### src/rtl/domain_name_validator_core_assert.svh
// ----------------------------------------------------------------------------
// domain_name_validator_core_assert
// Assertion macros for the domain name validator core.
// ----------------------------------------------------------------------------
`ifndef DOMAIN_NAME_VALIDATOR_CORE_ASSERT_SVH
`define DOMAIN_NAME_VALIDATOR_CORE_ASSERT_SVH

// Same-cycle implication, disabled while reset is asserted.
`define DNV_ASSERT_NOW(label, clk, rstn, ante, cons) \
    label: assert property (@(posedge clk) disable iff (!(rstn)) (ante) |-> (cons)) \
        else $error("dnv assertion failed");

// Next-cycle implication, disabled while reset is asserted.
`define DNV_ASSERT_NEXT(label, clk, rstn, ante, cons) \
    label: assert property (@(posedge clk) disable iff (!(rstn)) (ante) |=> (cons)) \
        else $error("dnv assertion failed");

`endif

### src/rtl/dnv_pkg.sv
// ----------------------------------------------------------------------------
// dnv_pkg
// Shared types and constants for the domain name validator.
// ----------------------------------------------------------------------------
`default_nettype none

package dnv_pkg;

    localparam logic [7:0] MIN_NAME_LEN  = 8'd3;
    localparam logic [7:0] MAX_NAME_LEN  = 8'd128;
    localparam logic [6:0] MAX_LABEL_LEN = 7'd63;
    localparam logic [7:0] CNT_SAT       = 8'hFF;
    localparam logic [6:0] LABEL_SAT     = 7'h7F;

    localparam logic [7:0] CH_DOT   = 8'h2E;
    localparam logic [7:0] CH_STAR  = 8'h2A;
    localparam logic [7:0] CH_DASH  = 8'h2D;

    typedef enum logic [3:0] {
        ST_OK             = 4'd0,
        ST_SHORT          = 4'd1,
        ST_LONG           = 4'd2,
        ST_LEAD_DOT       = 4'd3,
        ST_DOUBLE_DOT     = 4'd4,
        ST_LABEL_LONG     = 4'd5,
        ST_STAR_NO_DOT    = 4'd6,
        ST_STAR_NOT_FIRST = 4'd7,
        ST_ILLEGAL        = 4'd8,
        ST_NO_DOTS        = 4'd9,
        ST_TRAIL_DOT      = 4'd10
    } status_t;

    typedef struct packed {
        logic is_dot;
        logic is_star;
        logic plain_legal;
    } char_class_t;

    typedef struct packed {
        char_class_t cls;
        logic        last;
    } step_t;

endpackage

`default_nettype wire

### src/rtl/dnv_char_class.sv
// ----------------------------------------------------------------------------
// dnv_char_class
// Classifies one raw byte: dot, star, and plain hostname character.
// ----------------------------------------------------------------------------
`default_nettype none

module dnv_char_class (
    input  wire logic [7:0]          char_byte,
    output dnv_pkg::char_class_t     cls
);
    import dnv_pkg::*;

    logic is_lower;
    logic is_upper;
    logic is_digit;

    assign is_lower = (char_byte >= 8'h61) && (char_byte <= 8'h7A);
    assign is_upper = (char_byte >= 8'h41) && (char_byte <= 8'h5A);
    assign is_digit = (char_byte >= 8'h30) && (char_byte <= 8'h39);

    assign cls.is_dot      = (char_byte == CH_DOT);
    assign cls.is_star     = (char_byte == CH_STAR);
    assign cls.plain_legal = is_lower || is_upper || is_digit ||
                             (char_byte == CH_DASH) || (char_byte == CH_DOT);

endmodule

`default_nettype wire

### src/rtl/dnv_name_tracker.sv
// ----------------------------------------------------------------------------
// dnv_name_tracker
// Per-name state (counts, dot and star flags, first error) and the final
// status code for the item that ends a name.
// ----------------------------------------------------------------------------
`default_nettype none

module dnv_name_tracker (
    input  wire logic            aclk,
    input  wire logic            aresetn,
    input  wire logic            step_en,
    input  wire dnv_pkg::step_t  step,
    input  wire logic            wildcard_enable,
    output dnv_pkg::status_t     status
);
    import dnv_pkg::*;

    logic [7:0] char_count_reg,   char_count_next;
    logic       dot_seen_reg,     dot_seen_next;
    logic [6:0] label_length_reg, label_length_next;
    status_t    first_error_reg,  first_error_next;
    logic       star_pending_reg, star_pending_next;

    logic       first_pos;
    status_t    err;

    always_comb begin
        first_pos         = (char_count_reg == 8'd0);
        err               = first_error_reg;
        dot_seen_next     = dot_seen_reg;
        label_length_next = label_length_reg;
        star_pending_next = 1'b0;

        // a pending leading star must be followed by a dot
        if (star_pending_reg && !step.cls.is_dot && err == ST_OK) begin
            err = ST_STAR_NO_DOT;
        end

        if (step.cls.is_dot) begin
            dot_seen_next     = 1'b1;
            label_length_next = 7'd0;
            if (err == ST_OK) begin
                if (first_pos) begin
                    err = ST_LEAD_DOT;
                end else if (label_length_reg == 7'd0) begin
                    err = ST_DOUBLE_DOT;
                end else if (label_length_reg > MAX_LABEL_LEN) begin
                    err = ST_LABEL_LONG;
                end
            end
        end else if (label_length_reg != LABEL_SAT) begin
            label_length_next = label_length_reg + 7'd1;
        end

        if (!step.cls.plain_legal) begin
            if (wildcard_enable && step.cls.is_star) begin
                if (first_pos) begin
                    star_pending_next = 1'b1;
                end else if (err == ST_OK) begin
                    err = ST_STAR_NOT_FIRST;
                end
            end else if (err == ST_OK) begin
                err = ST_ILLEGAL;
            end
        end

        char_count_next = (char_count_reg != CNT_SAT) ? char_count_reg + 8'd1
                                                      : char_count_reg;

        // one-character name that is just a star
        if (step.last && star_pending_next && err == ST_OK) begin
            err = ST_STAR_NO_DOT;
        end
        first_error_next = err;

        if (char_count_next < MIN_NAME_LEN) begin
            status = ST_SHORT;
        end else if (char_count_next > MAX_NAME_LEN) begin
            status = ST_LONG;
        end else if (err != ST_OK) begin
            status = err;
        end else if (!dot_seen_next) begin
            status = ST_NO_DOTS;
        end else if (label_length_next == 7'd0) begin
            status = ST_TRAIL_DOT;
        end else if (label_length_next > MAX_LABEL_LEN) begin
            status = ST_LABEL_LONG;
        end else begin
            status = ST_OK;
        end
    end

    always_ff @(posedge aclk) begin
        if (!aresetn) begin
            char_count_reg   <= 8'd0;
            dot_seen_reg     <= 1'b0;
            label_length_reg <= 7'd0;
            first_error_reg  <= ST_OK;
            star_pending_reg <= 1'b0;
        end else if (step_en) begin
            if (step.last) begin
                char_count_reg   <= 8'd0;
                dot_seen_reg     <= 1'b0;
                label_length_reg <= 7'd0;
                first_error_reg  <= ST_OK;
                star_pending_reg <= 1'b0;
            end else begin
                char_count_reg   <= char_count_next;
                dot_seen_reg     <= dot_seen_next;
                label_length_reg <= label_length_next;
                first_error_reg  <= first_error_next;
                star_pending_reg <= star_pending_next;
            end
        end
    end

endmodule

`default_nettype wire

### src/rtl/domain_name_validator_core.sv
// Result path: m_valid rises once a last character, accepted into the input
// register, moves on to the result register; a full result slot can hold it back.
// Throughput: one character item per cycle; a stalled result holds back only a
// last character, which then blocks the input; earlier characters keep flowing.
// Reset: synchronous active-low aresetn clears both valid flags, all per-name
// state and wildcard_enable; no result is pending after reset.
// ----------------------------------------------------------------------------
// domain_name_validator_core
// Byte-serial DNS host name syntax checker; one status code per name.
// ----------------------------------------------------------------------------
`default_nettype none

module domain_name_validator_core (
    input  wire logic        aclk,
    input  wire logic        aresetn,

    input  wire logic        cfg_valid,
    output logic             cfg_ready,
    input  wire logic        cfg_wildcard_enable,

    input  wire logic        s_valid,
    output logic             s_ready,
    input  wire logic [7:0]  s_char_byte,
    input  wire logic        s_last_char,

    output logic             m_valid,
    input  wire logic        m_ready,
    output logic [3:0]       m_status_code
);
    import dnv_pkg::*;

    logic        wildcard_reg;
    logic        in_valid_reg;
    logic [7:0]  char_reg;
    logic        last_reg;
    logic        out_valid_reg;
    logic [3:0]  status_reg;

    logic        advance;
    char_class_t cls;
    step_t       step;
    status_t     status;

    assign cfg_ready = 1'b1;

    always_ff @(posedge aclk) begin
        if (!aresetn) begin
            wildcard_reg <= 1'b0;
        end else if (cfg_valid) begin
            wildcard_reg <= cfg_wildcard_enable;
        end
    end

    // a non-last item never needs the result slot
    assign advance = in_valid_reg && (!last_reg || !out_valid_reg || m_ready);
    assign s_ready = !in_valid_reg || advance;

    always_ff @(posedge aclk) begin
        if (!aresetn) begin
            in_valid_reg <= 1'b0;
        end else if (s_ready) begin
            in_valid_reg <= s_valid;
        end
    end

    always_ff @(posedge aclk) begin
        if (s_ready && s_valid) begin
            char_reg <= s_char_byte;
            last_reg <= s_last_char;
        end
    end

    dnv_char_class u_class (
        .char_byte (char_reg),
        .cls       (cls)
    );

    assign step.cls  = cls;
    assign step.last = last_reg;

    dnv_name_tracker u_tracker (
        .aclk            (aclk),
        .aresetn         (aresetn),
        .step_en         (advance),
        .step            (step),
        .wildcard_enable (wildcard_reg),
        .status          (status)
    );

    always_ff @(posedge aclk) begin
        if (!aresetn) begin
            out_valid_reg <= 1'b0;
        end else if (advance && last_reg) begin
            out_valid_reg <= 1'b1;
        end else if (m_ready) begin
            out_valid_reg <= 1'b0;
        end
    end

    always_ff @(posedge aclk) begin
        if (advance && last_reg) begin
            status_reg <= status;
        end
    end

    assign m_valid       = out_valid_reg;
    assign m_status_code = status_reg;

`include "domain_name_validator_core_assert.svh"

    `DNV_ASSERT_NOW(a_no_overwrite, aclk, aresetn, out_valid_reg && !m_ready, !(advance && last_reg))
    `DNV_ASSERT_NEXT(a_last_gives_result, aclk, aresetn, advance && last_reg, out_valid_reg)
    `DNV_ASSERT_NOW(a_stall_means_full, aclk, aresetn, !s_ready, in_valid_reg && last_reg && out_valid_reg)
    `DNV_ASSERT_NOW(a_code_range, aclk, aresetn, out_valid_reg, status_reg <= ST_TRAIL_DOT)

endmodule

`default_nettype wire

### config.mk
export PLATFORM = sky130hd
export DESIGN_NAME = domain_name_validator_core
export DESIGN_NICKNAME = d
export VERILOG_FILES = /design/src/rtl/dnv_pkg.sv /design/src/rtl/dnv_char_class.sv /design/src/rtl/dnv_name_tracker.sv /design/src/rtl/domain_name_validator_core.sv
export VERILOG_INCLUDE_DIRS = /design/src /design/src/rtl
export SDC_FILE = /design/constraint.sdc
export NUM_CORES = 1
export LEC_CHECK = 0
export BUFFER_PORTS_ARGS = -buffer_cell sky130_fd_sc_hd__buf_2
export CORE_MARGIN = 1.5
export CORE_UTILIZATION = 45
export DETAILED_ROUTE_END_ITERATION = 6
export PLACE_DENSITY = 0.61
export SYNTH_ARGS = -nofsm -noshare
export SYNTH_HDL_FRONTEND = slang
export SYNTH_SLANG_ARGS = --single-unit
### constraint.sdc
create_clock -name aclk -period 5.9 [get_ports aclk]
set_clock_uncertainty 0.2 [all_clocks]
set_input_delay 0.885 -clock aclk [delete_from_list [all_inputs] [get_ports aclk]]
set_output_delay 0.885 -clock aclk [all_outputs]
set_load 0.05 [all_outputs]
Yosys cells after proc, flatten, opt, wreduce, memory -nomap -nowiden
Index checks and enable logic that the tools add are counted.
{ "totals": {"ff_bits": 37, "inputBits": 15, "out_inout_bits": 7} }
{ "classes": {"addsub": 2, "magnitude_cmp": 10, "eq_ne": 5, "muxes": 31, "reduce_logical": 32} }
{ "op_table": {"columns": ["cell", "count"], "rows": [
  ["4-bit two-way mux", 16],
  ["8-bit by 6-bit equality test with 1-bit output (second input constant)", 3],
  ["7-bit two-way mux", 3],
  ["8-bit by 7-bit greater-or-equal comparator with 1-bit output (second input constant)", 2],
  ["8-bit by 7-bit less-or-equal comparator with 1-bit output (second input constant)", 2],
  ["4-bit logical NOT", 4],
  ["8-bit two-way mux", 2],
  ["7-bit by 6-bit > comparator with 1-bit output (second input constant)", 2],
  ["7-bit logical NOT", 2],
  ["1-bit logical AND", 11],
  ["8-bit by 1-bit adder with 8-bit output (second input constant)", 1],
  ["8-bit by 6-bit greater-or-equal comparator with 1-bit output (second input constant)", 1],
  ["8-bit > comparator (second input constant)", 1],
  ["8-bit by 6-bit less-or-equal comparator with 1-bit output (second input constant)", 1],
  ["8-bit logical NOT", 1],
  ["8-bit by 2-bit less-than comparator with 1-bit output (second input constant)", 1],
  ["1-bit two-way mux", 8],
  ["8-bit inequality test (second input constant)", 1],
  ["7-bit by 1-bit adder with 7-bit output (second input constant)", 1],
  ["1-bit logical OR", 7],
  ["7-bit inequality test (second input constant)", 1],
  ["1-bit logical NOT", 4],
  ["4-bit nonzero test", 1],
  ["3-bit two-way mux", 1],
  ["other kinds (3)", 3]
]} }

Logic depth before layout (Yosys ltp)
Gate-level depths: netlist (run 1).
{ "depth": {"ltp_word": 21, "depth_mapped": 9, "depth_no_buf": 9} }

Modules after synthesis
A second synthesis (run 1) with hierarchy kept.
{ "unflattened": {"hier_cells": 264, "area_unflattened_um2": 2301.0} }
{ "by_module_without_submodules": {"columns": ["module", "instances", "cells_each", "area_each_um2", "seq_area_each_um2"], "rows": [
  ["dnv_name_tracker", 1, 216, 1644.1, 420.4],
  ["domain_name_validator_core", 1, 30, 555.5, 450.4],
  ["dnv_char_class", 1, 18, 101.3, 0.0]
]} }

Worst setup path before layout (run 1)
OpenSTA, ideal clock, no wires.
{ "synth_timing": {"path_type": "input -> output", "from": "input port m_ready", "to": "output port s_ready", "arrival_ns": 1.514, "t_required_ns": 4.815, "path_slack_ns": 3.301, "cell_stages": 2, "path_cell_list": "nor2b_1 nand3_1"} }
{ "synth_via": {"elab_chain_cells": 3} }
{ "synth_rtl": {"columns": ["item", "line", "source"], "rows": [
  ["start: declaration", "domain_name_validator_core.sv:27", "input wire logic m_ready,"],
  ["1-bit logical OR", "domain_name_validator_core.sv:55", "assign advance = in_valid_reg && (!last_reg || !out_valid_reg || m_ready);"],
  ["1-bit logical AND", "domain_name_validator_core.sv:55", null],
  ["1-bit logical OR", "domain_name_validator_core.sv:56", "assign s_ready = !in_valid_reg || advance;"],
  ["end: declaration", "domain_name_validator_core.sv:22", "output logic s_ready,"]
]} }
No other way between the ends.

Worst setup path after layout (run 1)
{ "layout_timing": {"from": "register u_tracker.char_count_reg[0]", "to": "register status_reg[0] (netlist: m_status_code[0]), data pin"} }
{ "layout_via": {"elab_chain_cells": 15, "elab_cells_between_ends": 25, "cone_classes": "add/sub (1); order compare (2); eq/ne (1); mux (15); reduce/logical (6)"} }
{ "layout_rtl": {"columns": ["item", "line", "source"], "rows": [
  ["start: declaration", "dnv_name_tracker.sv:18", "logic [7:0] char_count_reg, char_count_next;"],
  ["start signal: assignment", "dnv_name_tracker.sv:108", "char_count_reg <= char_count_next;"],
  ["8-bit logical NOT", "dnv_name_tracker.sv:28", "first_pos = (char_count_reg == 8'd0);"],
  ["4-bit two-way mux", "dnv_name_tracker.sv:43", "if (first_pos) begin"],
  ["4-bit two-way mux", "dnv_name_tracker.sv:42", "if (err == ST_OK) begin"],
  ["4-bit two-way mux", "dnv_name_tracker.sv:39", "if (step.cls.is_dot) begin"],
  ["4-bit logical NOT", "dnv_name_tracker.sv:59, dnv_name_tracker.sv:62", null],
  ["4-bit two-way mux", "dnv_name_tracker.sv:59", "end else if (err == ST_OK) begin"],
  ["4-bit two-way mux", "dnv_name_tracker.sv:57", "if (first_pos) begin"],
  ["4-bit two-way mux", "dnv_name_tracker.sv:56", "if (wildcard_enable && step.cls.is_star) begin"],
  ["4-bit two-way mux", "dnv_name_tracker.sv:55", "if (!step.cls.plain_legal) begin"],
  ["4-bit logical NOT", "dnv_name_tracker.sv:71", "if (step.last && star_pending_next && err == ST_OK) begin"],
  ["1-bit logical AND", "dnv_name_tracker.sv:71", null],
  ["4-bit two-way mux", "dnv_name_tracker.sv:71", null],
  ["4-bit nonzero test", "dnv_name_tracker.sv:80", "end else if (err != ST_OK) begin"],
  ["4-bit two-way mux", "dnv_name_tracker.sv:80", null],
  ["2-bit two-way mux", "dnv_name_tracker.sv:78", "end else if (char_count_next > MAX_NAME_LEN) begin"],
  ["end signal: assignment", "domain_name_validator_core.sv:102", "status_reg <= status;"],
  ["end: declaration", "domain_name_validator_core.sv:37", "logic [3:0] status_reg;"]
]} }
Several ways; a longest one is shown, not always the timed one.
A chain may end at the register's enable or synchronous reset.

==> impl_metrics.ini, run 1 <==
[critical_path]
worst-r2r-setup-slack_ps = 3050
path_max_fanout = 11
crit_type = reg2reg
r2r-start = u_tracker.char_count_reg[0]$_SDFFE_PN0P_
slowest_delay_ps = 420
crit_buf_inv = 0
crit_chain = ha_1, and4_2, nand4_1, a41oi_1, nor2_1, a41oi_1, o21bai_1
crit_arrival_ps = 2680
required_ps = 5720
worst_setup_path_start_kind = flop
end_kind = flop
r2r_end = m_status_code[0]$_SDFFCE_PP1P_
reg2reg_depth = 7
slowest_stage = dfxtp_1
cpMostUsedCell = a41oi_1
crit_family = compound AO/OA/AOI/OAI gates

[synth]
synth_cell_types = 62
synth_top_family_by_area = simple AND/OR/NAND/NOR gates
ys_warn_count = 0
synth_area_sq_um = 2295
async_reset_ff_frac = 0
ys_ff_latch = 37
synth_compound_area_frac = 0.2394
synth_commonest_cells = nand2_1, dfxtp_1, nor2_1
synthXorXnorAreaFrac = 0.007634
syn_inst = 260
ys.flop_type = dfxtp_1
synth_mux_area_frac = 0.009269
synth_area_per_cell_sq_um = 8.826
synth_nets = 279
synth-simple-area-share = 0.2906
synth_area_leaders = dfxtp_1, edfxtp_1, nand2_1
synth.largest_area_cell = dfxtp_1
netlist.area_leader.share = 0.2094
synthAdderAreaFrac = 0.02181
synth-edff-count = 13
yosysMostFrequentCell = nand2_1
ys_seq_area_frac = 0.3795

[clocking]
numCtsBuffers = 5
clk_pin_slew_worst_paths_ps = 70
cts_tree = done
cts.sinks = 37
postCtsSetupBuffers = 0
insertion_delay_ps = 290
clockRootBuffer = clkbuf_8
htreeDepth = 2
cts_buffer_depth = 2
ctsResizeCount = 0
cts_hold_buf = 0

[power_and_ir_drop]
seqPwrFrac = 0.550
p_switching_mw = 0.1238
sw_frac_of_total = 0.2438
pwr-share-clk = 0.358
irDropWorstVdd_mv = 0.1467
pwr-share-comb = 0.092
internal_power_mw = 0.3840
power.density_nw_per_um2 = 202.9
leakagePower_nw = 0.9291

[die]
top_level_ports = 22
core_sq_um = 4817
initial_core_util = 0.4764
die_x_um = 74.41
placementRows = 25
die_h_um = 74.41
dieArea_sq_um = 5537

[sta]
finalMaxSlewViolations = 0
max_freq_ghz = 0.3503
rsz0062_at_grt = false
tns_ps = 0
worstMarginPinSlew_ps = 1028
whs_ps = 320.3
setup_slack_ps = 3045
relSlewSlack = 0.3116
setup-violations-final = 0
finalHoldViolCount = 0
min_period_ps = 2855
finalCritPeriodShare = 0.4839

[global_route]
grt_max_degree = 24
grt_remaining_overflow = 0
antenna_found_initial = 0
grt_use_total = 0.2034
grt_pass1_wl_um = 8507
grt_pass1_vias = 1765

[placed_design]
gp_congestion = 0.8631
dpl_worst_slack_ps = 3114
placed_cell_area_sq_um = 2412
dp_hpwl_um = 3642
place.port_buffers = 20

[route]
num_vias = 1940
antenna_left = 0
drc = 0
wl_per_cell_um = 14.77
drt_iter0_drc = 98
totalWireLength_um = 5066
firstDrtPassIters = 4
via_per_inst = 5.656

[min_path]
hold_end = u_tracker.first_error_reg[0]$_SDFFE_PN0P_
hold_start = u_tracker.first_error_reg[0]$_SDFFE_PN0P_
hold_depth = 2
hold_class = reg2reg

[finish]
antenna_cells = 0
area_growth_pct = 9.051
nNetsFinal = 294
stdcell_area_sq_um = 2502
drive_gt1_frac = 0.1449

[run]
cap_viol_max_count = 0

[outcome]
status = finished, final reports clean
==> layout make-up <==
type	instances	area, sq um
clock buffers	8	90.09
multi-input cells	198	1309
flip-flops and latches	37	870.8
well taps	67	83.83
repair buffers	20	100.1
fillers	468	2315
inverters	13	48.80
==> power by group through the flow <==
stage          sequential, mW  combinational (mW)  clock (mW)
2_1_floorplan           0.285              0.0324           0
3_3_place_gp            0.285              0.0468           0
3_5_place_dp            0.285              0.0468           0
4_1_cts                 0.279              0.0470       0.188
5_1_grt                 0.280              0.0520       0.200
6_report                0.279              0.0468       0.182
==> worst reg2reg max path: stages, from the launching register on <==
cell	delay [ps]
dfxtp_1	420
ha_1	270
and4_2	310
nand4_1	390
a41oi_1	370
nor2_1	80
a41oi_1	420
o21bai_1	140
==> metrics by stage <==
| step | util | instances | power [mW] |
|---|---|---|---|
| 6_report | 0.5195 | 343 | 0.5078 |
| 5_1_grt | 0.5195 | 343 | 0.5327 |
| 4_1_cts | 0.5195 | 343 | 0.5144 |
| 3_5_place_dp | 0.5008 | 335 | 0.3319 |
| 3_3_place_gp | 0.5008 | 335 | 0.3317 |
| 2_1_floorplan | - | 260 | 0.3174 |
==> logic make-up (layout without fill, tap and decap cells) <==
kind of cell,after synthesis,count (layout)
other cells,1,1
compound gates,72,72
mux,2,2
fa+ha+maj,4,4
xor+xnor,2,2
simple gates,117,117
buf+inv,25,41
flops,37,37
==> layout by cell type, fill, tap and decap left out, types with 2 or more instances in the layout <==
| cell | count |
|---|---|
| nor4b_4 | 2 |
| a22oi_1 | 3 |
| nand4_1 | 6 |
| nand2b_1 | 4 |
| a41oi_1 | 3 |
| dfxtp_1 | 24 |
| a21oi_1 | 16 |
| nand2_1 | 28 |
| nor2_1 | 18 |
| inv_1 | 13 |
| a21boi_0 | 2 |
| ha_1 | 4 |
| buf_2 | 20 |
| o21bai_1 | 2 |
| a31oi_1 | 6 |
| nor3_1 | 12 |
| clkbuf_1 | 2 |
| o2111ai_1 | 2 |
| nor2b_1 | 12 |
| o21ai_0 | 11 |
| o221a_2 | 2 |
| a21o_1 | 3 |
| nand3_1 | 8 |
| o21ai_1 | 2 |
| o21a_1 | 4 |
| clkbuf_8 | 6 |
| and3_1 | 5 |
| o211a_1 | 2 |
| o211ai_1 | 2 |
| and2_1 | 8 |
| a211oi_1 | 2 |
| edfxtp_1 | 13 |
==> metal layers <==
metal	routed length, um	track usage	vias up
li1	-	-	983
met2	2315	0.3105	53
met1	2459	0.2838	900
met4	40	0.07071	0
met5	0	0	-
met3	250	0.04607	4
==> worst max-delay path by stage <==
| stage | from | to | slack (ps) | cells after the start |
|---|---|---|---|---|
| after global routing | u_tracker.char_count_reg[0]$_SDFFE_PN0P_ | m_status_code[1]$_SDFFCE_PP0P_ | 2780 | 8 |
| after global placement | u_tracker.char_count_reg[0]$_SDFFE_PN0P_ | m_status_code[0]$_SDFFCE_PP1P_ | 3220 | 7 |
| after detailed placement | u_tracker.char_count_reg[0]$_SDFFE_PN0P_ | m_status_code[0]$_SDFFCE_PP1P_ | 3110 | 7 |
| after CTS | u_tracker.char_count_reg[0]$_SDFFE_PN0P_ | m_status_code[0]$_SDFFCE_PP1P_ | 3090 | 7 |
| final | u_tracker.char_count_reg[0]$_SDFFE_PN0P_ | m_status_code[0]$_SDFFCE_PP1P_ | 3050 | 7 |
| after floorplan | m_ready | s_ready | 3300 | 2 |
Power figures use the tool's default switching activity.
==> run 2, diff against run 1 <==
- clock period: 5.9 -> 3 ns (I/O delays scaled with it)
==> impl_metrics.ini, run 2 (same netlist as run 1, synthesis figures left out) <==
[outcome]
status = finished, final reports clean

[clocking]
cts.sinks = 37
ctsResizeCount = 0
cts_buffer_depth = 2
cts_tree = done
postCtsSetupBuffers = 0
insertion_delay_ps = 290
clk_pin_slew_worst_paths_ps = 70
numCtsBuffers = 5
cts_hold_buf = 0
htreeDepth = 2
clockRootBuffer = clkbuf_8

[die]
die_x_um = 74.41
core_sq_um = 4817
die_h_um = 74.41
top_level_ports = 22
initial_core_util = 0.4764
dieArea_sq_um = 5537
placementRows = 25

[placed_design]
dp_hpwl_um = 3568
dp_cells = 336
gp_congestion = 0.8357
place.port_buffers = 20
dpl_worst_slack_ps = 502.2

[critical_path]
slowest_delay_ps = 470
crit_type = reg2reg
crit_arrival_ps = 2450
required_ps = 2910
crit_family = compound AO/OA/AOI/OAI gates
slowest_stage = a2111oi_2
end_kind = flop
crit_buf_inv = 1
crit_chain = inv_1, ha_1, nor4b_4, and2_4, a2111oi_2, nand2_1, o21ai_1, a41oi_1, nor3_1
worst_setup_path_start_kind = flop
path_max_fanout = 6

[finish]
layout_commonest_cell = nand2_1
area_growth_pct = 8.997
final_cells = 344
final_cell_mix = nand2_1, dfxtp_1, buf_2
drive_gt1_frac = 0.1480
nNetsFinal = 295
antenna_cells = 0

[global_route]
grt_pass1_vias = 1810
grt_pass1_wl_um = 8604
grt_remaining_overflow = 0
antenna_found_initial = 0
grt_use_total = 0.2043
grt_max_degree = 24

[sta]
finalMaxSlewViolations = 0
finalCritPeriodShare = 0.8466
tns_ps = 0
finalHoldViolCount = 0
setup-violations-final = 0
max_freq_ghz = 0.3937
min_period_ps = 2540
worstMarginPinSlew_ps = 1008
rsz0062_at_grt = false
relSlewSlack = 0.3246
setup_slack_ps = 460.2

[route]
via_per_inst = 5.576
totalWireLength_um = 4845
num_vias = 1918
wl_per_cell_um = 14.08
firstDrtPassIters = 4
drt_iter0_drc = 114
drc = 0
antenna_left = 0

[run]
cap_viol_max_count = 0

[power_and_ir_drop]
leakagePower_nw = 0.9307
irDropWorstVdd_mv = 0.2770
power.density_nw_per_um2 = 385.5

[min_path]
hold_class = in2reg
==> run 2: layout make-up <==
type / instances / area, sq um
Clock buffer: 5 / 68.82
Clock inverter: 3 / 12.51
Fill cell: 465 / 2316
Inverter: 13 / 48.80
Multi-Input combinational cell: 198 / 1309
Sequential cell: 37 / 870.8
Tap cell: 67 / 83.83
Timing Repair Buffer: 21 / 107.6
==> run 2: metrics by stage <==
| stage | hold WS [ps] | cell area (sq um) | power [mW] | util |
|---|---|---|---|---|
| final | 140.9 | 2501 | 0.9641 | 0.5192 |
| after global routing | 129.9 | 2501 | 1.012 | 0.5192 |
| after CTS | 131.5 | 2501 | 0.9793 | 0.5192 |
| after detailed placement | 319.2 | 2420 | 0.6522 | 0.5023 |
| after global placement | 319.4 | 2420 | 0.6524 | 0.5023 |
| after floorplan | 269.1 | 2295 | 0.6242 | - |
==> run 2: where the power goes <==
part,internal (mW),switching [mW]
logic,0.0352,0.0556
clock network,0.156,0.168
registers,0.533,0.0168
==> run 2: per-layer routing <==
| layer | share of wire | vias up | wire length (um) | GRT usage |
|---|---|---|---|---|
| met1 | 0.50 | 877 | 2408 | 0.2908 |
| met3 | 0.035 | 6 | 169 | 0.03252 |
| met4 | 0.016 | 0 | 76 | 0.07273 |
| met5 | 0 | - | 0 | 0 |
| met2 | 0.45 | 40 | 2190 | 0.3145 |
| li1 | - | 995 | - | - |
==> run 2: worst register-to-register path, stage by stage, from the launching register on <==
cell and delay (ps):
dfxtp_1 420, inv_1 100, ha_1 220, nor4b_4 130, and2_4 200, a2111oi_2 470, nand2_1 190, o21ai_1 190
a41oi_1 70, nor3_1 190
==> run 2: path summary, 6_finish.rpt <==
check             slack, ps                                   endpoint  depth (start not counted)                                 startpoint
setup / recovery        460             m_status_code[2]$_SDFFCE_PP0P_                          9   u_tracker.char_count_reg[0]$_SDFFE_PN0P_
hold / removal          140                      char_reg[5]$_DFFE_PP_                          1                             s_char_byte[5]
setup reg to reg        460             m_status_code[2]$_SDFFCE_PP0P_                          9   u_tracker.char_count_reg[0]$_SDFFE_PN0P_
hold reg to reg         320  u_tracker.first_error_reg[0]$_SDFFE_PN0P_                          2  u_tracker.first_error_reg[0]$_SDFFE_PN0P_
